`src/rtl/aprg_pkg.sv`:
```
// Package: shared types and constants of the anemometer pulse-rate and gust block.
`timescale 1ns / 1ps
package aprg_pkg;

  // Field and register widths
  localparam int FACTOR_W   = 16;
  localparam int WINDOW_W   = 26;
  localparam int DEBOUNCE_W = 16;
  localparam int TIMER_W    = 32;
  localparam int COUNT_W    = 24;
  localparam int SPEED_W    = 16;
  localparam int PROD1_W    = COUNT_W + FACTOR_W;   // count * factor
  localparam int USEC_W     = 20;
  localparam int NUM_W      = PROD1_W + USEC_W;     // dividend
  localparam int DEN_W      = TIMER_W + 1;          // 2 * shortest interval
  localparam int STEP_W     = 4;                    // counts SPEED_W divider steps

  // Configuration port
  localparam int CFG_IDX_W  = 2;
  localparam int CFG_DATA_W = WINDOW_W;

  localparam logic [CFG_IDX_W-1:0] CFG_WIND_FACTOR = 2'd0;
  localparam logic [CFG_IDX_W-1:0] CFG_WINDOW_US   = 2'd1;
  localparam logic [CFG_IDX_W-1:0] CFG_DEBOUNCE_US = 2'd2;

  // Reset values of the registers
  localparam logic [FACTOR_W-1:0]   FACTOR_RST   = 16'd256;
  localparam logic [WINDOW_W-1:0]   WINDOW_RST   = 26'd5000000;
  localparam logic [DEBOUNCE_W-1:0] DEBOUNCE_RST = 16'd1000;

  localparam logic [USEC_W-1:0] US_PER_S = 20'd1000000;

  // Stream payload widths
  localparam int IN_DATA_W  = 8;
  localparam int OUT_DATA_W = 40;

  // Controller to datapath commands
  typedef struct packed {
    logic tick;      // apply one tick to timers and counters
    logic mul1;      // first product
    logic mul2;      // scale by one million, load divisor
    logic div_init;  // load remainder, check saturation
    logic div_step;  // one quotient bit
    logic store;     // store quotient
    logic sel_gust;  // 1: gust quotient, 0: speed quotient
    logic emit;      // load the output register
  } aprg_cmd_t;

  // Datapath to controller status
  typedef struct packed {
    logic win_end;
    logic gust;
    logic out_free;
  } aprg_stat_t;

endpackage

```
`src/rtl/aprg_ctrl.sv`:
```
// Controller: sequences tick update, shared multiply and divide, and item output.
`timescale 1ns / 1ps
module aprg_ctrl (
  input  logic                clk,
  input  logic                rst_n,
  input  logic                in_tvalid,
  output logic                in_tready,
  input  aprg_pkg::aprg_stat_t stat,
  output aprg_pkg::aprg_cmd_t  cmd
);
  import aprg_pkg::*;

  localparam logic [2:0] ST_IDLE   = 3'd0;
  localparam logic [2:0] ST_DECIDE = 3'd1;
  localparam logic [2:0] ST_MUL1   = 3'd2;
  localparam logic [2:0] ST_MUL2   = 3'd3;
  localparam logic [2:0] ST_DINIT  = 3'd4;
  localparam logic [2:0] ST_DSTEP  = 3'd5;
  localparam logic [2:0] ST_STORE  = 3'd6;
  localparam logic [2:0] ST_EMIT   = 3'd7;

  localparam logic [STEP_W-1:0] LAST_STEP = STEP_W'(SPEED_W - 1);

  logic [2:0]        state_r, state_nxt;
  logic [STEP_W-1:0] step_r, step_nxt;
  logic              sel_gust_r, sel_gust_nxt;

  assign in_tready = (state_r == ST_IDLE);

  // Next state and commands
  always_comb begin
    state_nxt    = state_r;
    step_nxt     = step_r;
    sel_gust_nxt = sel_gust_r;
    cmd          = '0;
    cmd.sel_gust = sel_gust_r;
    unique case (state_r)
      ST_IDLE: begin
        if (in_tvalid) begin
          cmd.tick  = 1'b1;
          state_nxt = ST_DECIDE;
        end
      end
      ST_DECIDE: begin
        priority if (stat.win_end) begin
          sel_gust_nxt = 1'b0;
          state_nxt    = ST_MUL1;
        end else if (stat.gust) begin
          sel_gust_nxt = 1'b1;
          state_nxt    = ST_MUL1;
        end else begin
          state_nxt = ST_EMIT;
        end
      end
      ST_MUL1: begin
        cmd.mul1  = 1'b1;
        state_nxt = ST_MUL2;
      end
      ST_MUL2: begin
        cmd.mul2  = 1'b1;
        state_nxt = ST_DINIT;
      end
      ST_DINIT: begin
        cmd.div_init = 1'b1;
        step_nxt     = '0;
        state_nxt    = ST_DSTEP;
      end
      ST_DSTEP: begin
        cmd.div_step = 1'b1;
        step_nxt     = step_r + 1'b1;
        if (step_r == LAST_STEP) begin
          state_nxt = ST_STORE;
        end
      end
      ST_STORE: begin
        cmd.store = 1'b1;
        // speed done, gust still pending
        if (!sel_gust_r && stat.gust) begin
          sel_gust_nxt = 1'b1;
          state_nxt    = ST_MUL1;
        end else begin
          state_nxt = ST_EMIT;
        end
      end
      ST_EMIT: begin
        if (stat.out_free) begin
          cmd.emit  = 1'b1;
          state_nxt = ST_IDLE;
        end
      end
      default: begin
        state_nxt = ST_IDLE;
      end
    endcase
  end

  always_ff @(posedge clk) begin
    if (!rst_n) begin
      state_r    <= ST_IDLE;
      step_r     <= '0;
      sel_gust_r <= 1'b0;
    end else begin
      state_r    <= state_nxt;
      step_r     <= step_nxt;
      sel_gust_r <= sel_gust_nxt;
    end
  end

endmodule

```
`src/rtl/aprg_dp.sv`:
```
// Datapath: tick timers, pulse counter, shared multiplier, serial divider, output register.
`timescale 1ns / 1ps
module aprg_dp (
  input  logic                              clk,
  input  logic                              rst_n,
  input  aprg_pkg::aprg_cmd_t               cmd,
  output aprg_pkg::aprg_stat_t              stat,
  input  logic                              pulse_edge,
  input  logic                              gust_request,
  input  logic                              cfg_valid,
  input  logic [aprg_pkg::CFG_IDX_W-1:0]    cfg_index,
  input  logic [aprg_pkg::CFG_DATA_W-1:0]   cfg_data,
  output logic                              out_tvalid,
  input  logic                              out_tready,
  output logic [aprg_pkg::OUT_DATA_W-1:0]   out_tdata
);
  import aprg_pkg::*;

  // Configuration registers
  logic [FACTOR_W-1:0]   factor_r;
  logic [WINDOW_W-1:0]   window_r;
  logic [DEBOUNCE_W-1:0] debounce_r;

  // Tick state
  logic [TIMER_W-1:0]  since_edge_r, since_edge_nxt;
  logic [WINDOW_W-1:0] elapsed_r, elapsed_nxt;
  logic [COUNT_W-1:0]  count_r, count_nxt;
  logic [TIMER_W-1:0]  shortest_r, shortest_nxt;
  logic [SPEED_W-1:0]  last_speed_r;

  // Snapshots and flags of the item in work
  logic [COUNT_W-1:0]  cnt_snap_r;
  logic [WINDOW_W-1:0] win_snap_r;
  logic [TIMER_W-1:0]  short_snap_r;
  logic                win_end_r;
  logic                gust_r;

  // Arithmetic
  logic [PROD1_W-1:0]  prod1_r;
  logic [NUM_W-1:0]    num_r;
  logic [DEN_W-1:0]    den_r;
  logic [DEN_W-1:0]    rem_r;
  logic [SPEED_W-1:0]  quo_r;
  logic                sat_r;
  logic [SPEED_W-1:0]  gust_res_r;

  // Output register
  logic                  out_valid_r;
  logic [OUT_DATA_W-1:0] out_data_r;

  // One tick: timers advance, edge handled, then window check, then gust
  logic [TIMER_W-1:0]  se_inc;
  logic [WINDOW_W-1:0] el_inc;
  logic [COUNT_W-1:0]  cnt_edge;
  logic [TIMER_W-1:0]  short_edge;
  logic                win_end;

  always_comb begin
    se_inc     = (&since_edge_r) ? since_edge_r : since_edge_r + 1'b1;
    el_inc     = (&elapsed_r) ? elapsed_r : elapsed_r + 1'b1;
    cnt_edge   = count_r;
    short_edge = shortest_r;
    since_edge_nxt = se_inc;
    if (pulse_edge) begin
      since_edge_nxt = '0;
      if (se_inc > TIMER_W'(debounce_r)) begin
        if (!(&count_r)) begin
          cnt_edge = count_r + 1'b1;
        end
        if (se_inc < shortest_r) begin
          short_edge = se_inc;
        end
      end
    end
    // elapsed is at least one here, so a zero window ends every tick
    win_end      = (el_inc >= window_r);
    count_nxt    = win_end ? '0 : cnt_edge;
    elapsed_nxt  = win_end ? '0 : el_inc;
    shortest_nxt = gust_request ? '1 : short_edge;
  end

  always_ff @(posedge clk) begin
    if (!rst_n) begin
      factor_r     <= FACTOR_RST;
      window_r     <= WINDOW_RST;
      debounce_r   <= DEBOUNCE_RST;
      since_edge_r <= '0;
      elapsed_r    <= '0;
      count_r      <= '0;
      shortest_r   <= '1;
      last_speed_r <= '0;
      win_end_r    <= 1'b0;
      gust_r       <= 1'b0;
      out_valid_r  <= 1'b0;
    end else begin
      // configuration writes, unknown index ignored
      if (cfg_valid) begin
        unique case (cfg_index)
          CFG_WIND_FACTOR: factor_r   <= cfg_data[FACTOR_W-1:0];
          CFG_WINDOW_US:   window_r   <= cfg_data;
          CFG_DEBOUNCE_US: debounce_r <= cfg_data[DEBOUNCE_W-1:0];
          default: ;
        endcase
      end
      if (cmd.tick) begin
        since_edge_r <= since_edge_nxt;
        elapsed_r    <= elapsed_nxt;
        count_r      <= count_nxt;
        shortest_r   <= shortest_nxt;
        win_end_r    <= win_end;
        gust_r       <= gust_request;
      end
      if (cmd.store && !cmd.sel_gust) begin
        last_speed_r <= sat_r ? '1 : quo_r;
      end
      // output slot
      if (cmd.emit) begin
        out_valid_r <= 1'b1;
      end else if (out_tready) begin
        out_valid_r <= 1'b0;
      end
    end
  end

  // Snapshots, multiplier and divider (payload, no reset)
  logic [PROD1_W-1:0]   mul_a;
  logic [DEN_W:0]       trial;
  logic                 trial_ge;
  logic [DEN_W:0]       trial_sub;

  always_comb begin
    mul_a     = cmd.sel_gust ? PROD1_W'(1) : PROD1_W'(cnt_snap_r);
    trial     = {rem_r, quo_r[SPEED_W-1]};
    trial_ge  = (trial >= {1'b0, den_r});
    trial_sub = trial - {1'b0, den_r};
  end

  always_ff @(posedge clk) begin
    if (cmd.tick) begin
      cnt_snap_r   <= cnt_edge;
      win_snap_r   <= el_inc;
      short_snap_r <= short_edge;
    end
    if (cmd.mul1) begin
      prod1_r <= PROD1_W'(mul_a * factor_r);
    end
    if (cmd.mul2) begin
      num_r <= NUM_W'(prod1_r * US_PER_S);
      den_r <= cmd.sel_gust ? {short_snap_r, 1'b0} : DEN_W'(win_snap_r);
    end
    if (cmd.div_init) begin
      // quotient would not fit in 16 bits (or divisor zero)
      sat_r <= (num_r[NUM_W-1:SPEED_W] >= (NUM_W-SPEED_W)'(den_r));
      rem_r <= num_r[SPEED_W+DEN_W-1:SPEED_W];
      quo_r <= num_r[SPEED_W-1:0];
    end
    if (cmd.div_step) begin
      rem_r <= trial_ge ? trial_sub[DEN_W-1:0] : trial[DEN_W-1:0];
      quo_r <= {quo_r[SPEED_W-2:0], trial_ge};
    end
    if (cmd.store && cmd.sel_gust) begin
      gust_res_r <= sat_r ? '1 : quo_r;
    end
    if (cmd.emit) begin
      out_data_r <= {6'b0, gust_r, (gust_r ? gust_res_r : {SPEED_W{1'b0}}), win_end_r,
                     last_speed_r};
    end
  end

  assign stat.win_end  = win_end_r;
  assign stat.gust     = gust_r;
  assign stat.out_free = !out_valid_r || out_tready;

  assign out_tvalid = out_valid_r;
  assign out_tdata  = out_data_r;

endmodule

```
`src/rtl/anemometer_pulse_rate_gust.sv`:
```
// Top level: anemometer pulse-rate meter with gust capture.
`timescale 1ns / 1ps
// Usage
//   Input channel (in_*): one item per microsecond tick; tdata bit 0 flags a
//   falling edge of the anemometer in this tick, bit 1 requests a gust reading.
//   Result channel (out_*): exactly one item per input item: last wind speed,
//   a window-ended flag, gust speed and a gust-valid flag.
//   Configuration channel (cfg_*): index 0 wind factor, 1 window length,
//   2 debounce limit; write only while no item is in flight. Always ready.
// Sequence
//   A plain tick passes the idle, decide and emit states and loads the result
//   register in the emit state. A window end or a gust request adds a pass each
//   (two multiplies, divider load, 16 restoring-divide steps, store) through the
//   single shared multiplier and iterative divider; no new item is accepted
//   until the current item is emitted.
// Reset
//   rst_n (synchronous, active low) loads register defaults, clears timers,
//   count and speed, and sets the shortest interval to all ones.
// Stall
//   A finished item waits in the output register; the next item is already
//   accepted and worked on, and is held until the register is taken.
module anemometer_pulse_rate_gust (
  input  logic                              clk,
  input  logic                              rst_n,
  input  logic                              in_tvalid,
  output logic                              in_tready,
  // [0] pulse_edge, [1] gust_request, [7:2] zero
  input  logic [aprg_pkg::IN_DATA_W-1:0]    in_tdata,
  output logic                              out_tvalid,
  input  logic                              out_tready,
  // [15:0] wind_speed, [16] speed_updated, [32:17] gust_speed, [33] gust_valid, [39:34] zero
  output logic [aprg_pkg::OUT_DATA_W-1:0]   out_tdata,
  input  logic                              cfg_valid,
  output logic                              cfg_ready,
  input  logic [aprg_pkg::CFG_IDX_W-1:0]    cfg_index,
  input  logic [aprg_pkg::CFG_DATA_W-1:0]   cfg_data
);
  import aprg_pkg::*;

  aprg_cmd_t  cmd;
  aprg_stat_t stat;

  assign cfg_ready = 1'b1;

  aprg_ctrl u_ctrl (
    .clk       (clk),
    .rst_n     (rst_n),
    .in_tvalid (in_tvalid),
    .in_tready (in_tready),
    .stat      (stat),
    .cmd       (cmd)
  );

  aprg_dp u_dp (
    .clk          (clk),
    .rst_n        (rst_n),
    .cmd          (cmd),
    .stat         (stat),
    .pulse_edge   (in_tdata[0]),
    .gust_request (in_tdata[1]),
    .cfg_valid    (cfg_valid && cfg_ready),
    .cfg_index    (cfg_index),
    .cfg_data     (cfg_data),
    .out_tvalid   (out_tvalid),
    .out_tready   (out_tready),
    .out_tdata    (out_tdata)
  );

  // One item in work at a time
  a_busy_after_accept: assert property (@(posedge clk) disable iff (!rst_n)
    (in_tvalid && in_tready) |=> !in_tready)
    else $error("input accepted while previous item still in work");

  // Result never loaded in the cycle right after an accept
  a_no_early_emit: assert property (@(posedge clk) disable iff (!rst_n)
    (in_tvalid && in_tready) |=> !cmd.emit)
    else $error("result emitted before tick was processed");

  // Gust speed reads zero without a request
  a_gust_zero: assert property (@(posedge clk) disable iff (!rst_n)
    (out_tvalid && !out_tdata[33]) |-> (out_tdata[32:17] == '0))
    else $error("gust speed nonzero without gust valid");

  // Tick command only issued on an accepted item
  a_tick_on_accept: assert property (@(posedge clk) disable iff (!rst_n)
    cmd.tick |-> (in_tvalid && in_tready))
    else $error("tick applied without accepted item");

endmodule
```
`config.mk`:
```
export PLATFORM = sky130hd
export DESIGN_NAME = anemometer_pulse_rate_gust
export DESIGN_NICKNAME = d
export VERILOG_FILES = /design/src/rtl/aprg_pkg.sv /design/src/rtl/aprg_ctrl.sv /design/src/rtl/aprg_dp.sv /design/src/rtl/anemometer_pulse_rate_gust.sv
export SDC_FILE = /design/constraint.sdc
export NUM_CORES = 2
export LEC_CHECK = 0
export BUFFER_PORTS_ARGS = -buffer_cell sky130_fd_sc_hd__clkbuf_2
export CORE_MARGIN = 3
export CORE_UTILIZATION = 60
export CTS_BUF_LIST = sky130_fd_sc_hd__clkbuf_8
export CTS_CLUSTER_SIZE = 20
export DETAILED_ROUTE_END_ITERATION = 8
export PLACE_DENSITY = 0.83
export SLEW_MARGIN = 25
export SYNTH_ARGS = -nofsm -noshare
export SYNTH_HDL_FRONTEND = slang
export SYNTH_SLANG_ARGS = --single-unit
export TNS_END_PERCENT = 20
```
`constraint.sdc`:
```
create_clock -name clk -period 7.55 [get_ports clk]
set_input_delay 1.1325 -clock clk [delete_from_list [all_inputs] [get_ports clk]]
set_output_delay 1.1325 -clock clk [all_outputs]
set_load 0.02 [all_outputs]
```
# Yosys cells after proc, flatten, opt, wreduce, memory -nomap -nowiden
# Index checks and enable logic that the tools add are counted.
# word_totals
regBits,508
output_inout_bits,43
elab_cells,118
# classes
add_sub_neg,5
multipliers,2
magnitude_cmp,5
n_eq_ne,15
n_mux,43
reduce_logical,20
# op_table
op,n
$mux W32,6
$mux W24,5
$mux W33,3
$mux W26,3
$mul A40 B14 Y54 const B,1
$mux W16,3
$ge A44 B33 Y1,1
$mul A40 B16 Y40,1
$ge A34 B33 Y1,1
$sub A33 B33 Y33,1
$add A32 B1 Y32 const B,1
$gt A32 B16 Y1,1
$lt A32 B32 Y1,1
$reduce_and A32 Y1,1
$add A26 B1 Y26 const B,1
$ge A26 B26 Y1,1
$reduce_and A26 Y1,1
$add A24 B1 Y24 const B,1
$pmux W3 S8,1
$reduce_and A24 Y1,1
$mux W3,6
$mux W1,14
$eq A3 B3 Y1 const B,4
$pmux W4 S2,1
other kinds (18),30

# Longest topological paths before layout
# logic_depth
word_depth,7
depth_mapped,28

# Modules after synthesis
# From an unflattened synthesis, not the netlist that was laid out.
# unflattened
cells_unflattened,4685
hier_area_um2,46079.2
# modules_own_cells
module,instances,cells_each,area_per_inst_um2,seq_area_each_um2
aprg_dp,1,4620,45539.9,13102.6
aprg_ctrl,1,63,528.0,160.2
anemometer_pulse_rate_gust,1,2,11.3,0.0

# Worst setup path before layout
# OpenSTA, ideal clock, no wires.
# synth_path
path_type,register to register
from,register u_ctrl.sel_gust_r
to,"register u_dp.prod1_r[38], data pin"
setup_time_ns,0.288
arrival_ns,7.033
t_required_ns,7.262
path_slack_ns,0.229
path_stages_with_launch,25
path_cell_list,dfxtp_1 -> clkbuf_1 -> clkbuf_1 -> buf_1 -> clkbuf_1 -> o21ai_0 -> fa_1 -> fa_1 -> inv_1 -> fa_1 -> fa_1 -> fa_1 -> inv_1 -> fa_1 -> inv_1 -> ha_1 -> a21o_1 -> a21o_1 -> a21oi_1 -> o21ai_0 -> nor4_1 -> a21oi_1 -> a311o_1 -> a311oi_1 -> o311ai_0
# synth_between
elab_chain_cells,2
# synth_rtl
item,line_no,source
"start, declared",aprg_ctrl.sv:26,"logic sel_gust_r, sel_gust_nxt;"
"start signal, assigned",aprg_ctrl.sv:105,sel_gust_r <= sel_gust_nxt;
$mux W24,aprg_dp.sv:132,mul_a = cmd.sel_gust ? PROD1_W'(1) : PROD1_W'(cnt_snap_r);
$mul A40 B16 Y40,aprg_dp.sv:145,prod1_r <= PROD1_W'(mul_a * factor_r);
"end signal, assigned",aprg_dp.sv:145,
"end, declared",aprg_dp.sv:39,logic [PROD1_W-1:0] prod1_r;
# No other way between the ends.
# A chain may end at the register's enable or synchronous reset.

# Worst setup path after layout
# Same ends and word-level chain as after synthesis.

==> impl_metrics.py <==
metrics = {
    "outcome": {
        "outcome": "completed",
    },
    "sta": {
        "hold_viol": 0,
        "finalSetupViolCount": 0,
        "drv_slew": 0,
        "finalSetupTns_ps": 0,
        "post-route-min-period_ps": 7230,
        "slew_headroom_pct": 31.6,
        "fmax_mhz": 138,
        "worst_slew_pin_slew_ps": 1020,
        "fin_skew_ps": 67.1,
        "fin_crit_sh_pct": 95.8,
        "rsz0062_at_grt": "false",
    },
    "global_routing": {
        "overflow": 0,
        "antenna_found_initial": 3,
        "grt_pass1_wl_mm": 176,
        "grt_pass1_vias": 34900,
        "grt_max_degree": 80,
        "grtUsageTotal_pct": 27.6,
    },
    "run": {
        "max_cap_violations": 0,
    },
    "detailed_routing": {
        "finalWirelength_mm": 108,
        "drc": 0,
        "vias_per_cell": 5.86,
        "dr.pass1.iters": 6,
        "drtIter0Drc": 2962,
        "ant_nets": 0,
        "via_count": 33900,
        "post_drt_wl_per_cell_um": 18.7,
    },
    "synth": {
        "synth.distinct_cells": 97,
        "async_flop_share_pct": 0,
        "synthCells": 4668,
        "seq_area_frac_synth_pct": 28.9,
        "netlist_area_sq_um": 45800,
        "syn_area_per_cell_sq_um": 9.82,
        "synth_flop_cell": "edfxtp_1",
        "synth-edff-count": 309,
        "ys_ff_latch": 508,
        "ys_warn_count": 0,
    },
    "critical_path": {
        "cp_top_family": "adder cells",
        "arrival_ps": 7610,
        "required_ps": 7930,
        "crit_path_start_kind": "register",
        "path_buf_inv": 8,
        "crit_path_frequent_cell": "fa_1",
        "cp-end-kind": "register",
        "r2r_slack_ps": 320,
        "reg2reg_to": "u_dp.prod1_r[38]",
        "cpMaxStageDelayCell": "fa_1",
        "critPathMaxStageDelay_ps": 570,
        "ff2ff_path_depth": 26,
        "reg2reg_from": "u_ctrl.sel_gust_r",
        "crit_path_max_fanout": 13,
        "critical_path_class": "reg2reg",
    },
    "floorplanning": {
        "dieHeight_um": 282,
        "core_sq_um": 75100,
        "initial_core_util_pct": 61.1,
        "die-area_sq_um": 79800,
        "rows": 100,
        "ioPinCount": 84,
        "die_w_um": 282,
    },
    "hold_path": {
        "hold_class": "reg2reg",
        "hold_start": "u_dp.last_speed_r[6]",
        "min_to": "u_dp.out_tdata[6]",
        "hold-path-cell-count": 0,
    },
    "clock_tree": {
        "cts_tree": "yes",
        "clk_root_buffer_cell": "clkbuf_8",
        "clk-insertion-delay-late_ps": 720,
        "h-tree-depth": 3,
        "cts_sinks": 508,
        "path_clk_slew_ps": 70,
        "hold_buffers": 0,
        "cts_made_buffers": 80,
        "cts.path.max_buffers": 3,
    },
    "cells_and_area": {
        "drive_gt1_share_pct": 8.72,
        "finalNetCount": 5709,
        "area_delta_synth_final_pct": 7.49,
        "antenna_cells": 0,
    },
    "placed_design": {
        "dp_hpwl_mm": 83.7,
        "portBuffers": 70,
        "gp_congestion": 0.933,
    },
}
per-stage QoR:
stage	utilization (%)	cell area, sq um	setup WS [ps]	std cells	hold slack, ps
floorplan	-	45900	229	4673	406
global placement	63.4	47600	279	5633	416
detailed placement	63.4	47600	135	5634	422
CTS	65.5	49200	62.0	5781	439
global route	65.6	49300	42.8	5784	448
finish	65.6	49300	320	5784	435
flip-flops by register name (all words and copies together) (netlist names), 24 cells and up:
name               count
u_dp.win_snap_r       26
u_dp.count_r          24
u_dp.prod1_r          40
u_dp.elapsed_r        26
u_dp.window_r         26
u_dp.rem_r            33
u_dp.since_edge_r     32
u_dp.short_snap_r     32
u_dp.den_r            33
u_dp.shortest_r       32
u_dp.num_r            54
u_dp.out_tdata        34
u_dp.cnt_snap_r       24
final cells by class:
class,instances,area [sq um]
Clock buffer,92,1270
Clock inverter,55,334
Tap cell,969,1210
Fill cell,5646,25800
Inverter,710,2670
Timing Repair Buffer,174,1250
Sequential cell,508,13300
Multi-Input combinational cell,3276,29300
Yosys cell counts (44+ instances only):
master / count / area [sq um]
inv_1: 710 / 2670
nand2_1: 500 / 1880
fa_1: 482 / 9650
ha_1: 436 / 5460
edfxtp_1: 309 / 9280
nor2_1: 263 / 987
a21oi_1: 199 / 996
dfxtp_1: 199 / 3980
and2_1: 192 / 1200
clkbuf_1: 146 / 548
o21ai_0: 144 / 721
xnor2_1: 128 / 1120
a21o_1: 93 / 698
mux2i_1: 72 / 721
nor2b_1: 64 / 400
nand3_1: 59 / 295
mux2_2: 58 / 653
nand4_1: 53 / 332
xor2_1: 52 / 455
nor3_1: 45 / 225
and3_1: 44 / 275
cell usage in the layout, fill, tap and decap left out, types with 141 or more instances in the layout:
cell type	Yosys	layout
o21ai_0	144	141
inv_1	710	734
edfxtp_1	309	309
nor2_1	263	261
ha_1	436	436
nand2_1	500	497
a21oi_1	199	198
fa_1	482	482
dfxtp_1	199	198
and2_1	192	192
how the worst max path moves through the flow:
stage | slack (ps) | cells past startpoint | end | startpoint
after global placement | 280 | 25 | u_dp.prod1_r[39] | u_ctrl.sel_gust_r
final | 320 | 26 | u_dp.prod1_r[38] | u_ctrl.sel_gust_r
after detailed placement | 140 | 25 | u_dp.prod1_r[39] | u_ctrl.sel_gust_r
after floorplan | 230 | 24 | u_dp.prod1_r[38] | u_ctrl.sel_gust_r
after CTS | 60 | 25 | u_dp.prod1_r[39] | u_ctrl.sel_gust_r
after global routing | 40 | 27 | u_dp.prod1_r[38] | u_ctrl.sel_gust_r
repair_timing:
action,4_1_cts,5_1_grt
buffers inserted,0,3
resized for setup,0,12
hold endpoints to repair,0,0
setup endpoints to repair,0,10
routing by layer:
| metal | routed length, um | part of all wire, % | track usage (%) | vias to the layer above |
|---|---|---|---|---|
| li1 | - | - | - | 15600 |
| met1 | 43700 | 41 | 36.2 | 16700 |
| met2 | 51700 | 48 | 46.3 | 1324 |
| met3 | 7830 | 7.3 | 4.23 | 269 |
| met4 | 4680 | 4.3 | 10.7 | 0 |
| met5 | 0 | 0 | 0 | - |
cell families after synthesis:
kind of cell             Yosys count  share of synthesized area (%)
AND/OR/NAND/NOR                 1357                           14.5
adder cells (fa/ha/maj)          918                           32.9
buffers and inverters            889                           7.45
AO/OA/AOI/OAI                    677                           9.52
flip-flops                       508                           28.9
XOR/XNOR                         185                           3.62
multiplexers                     132                           3.05
other                              2                         0.0164
Power is not shown: default switching activity piles up to over one toggle a cycle in this logic, so the estimate is an artifact.
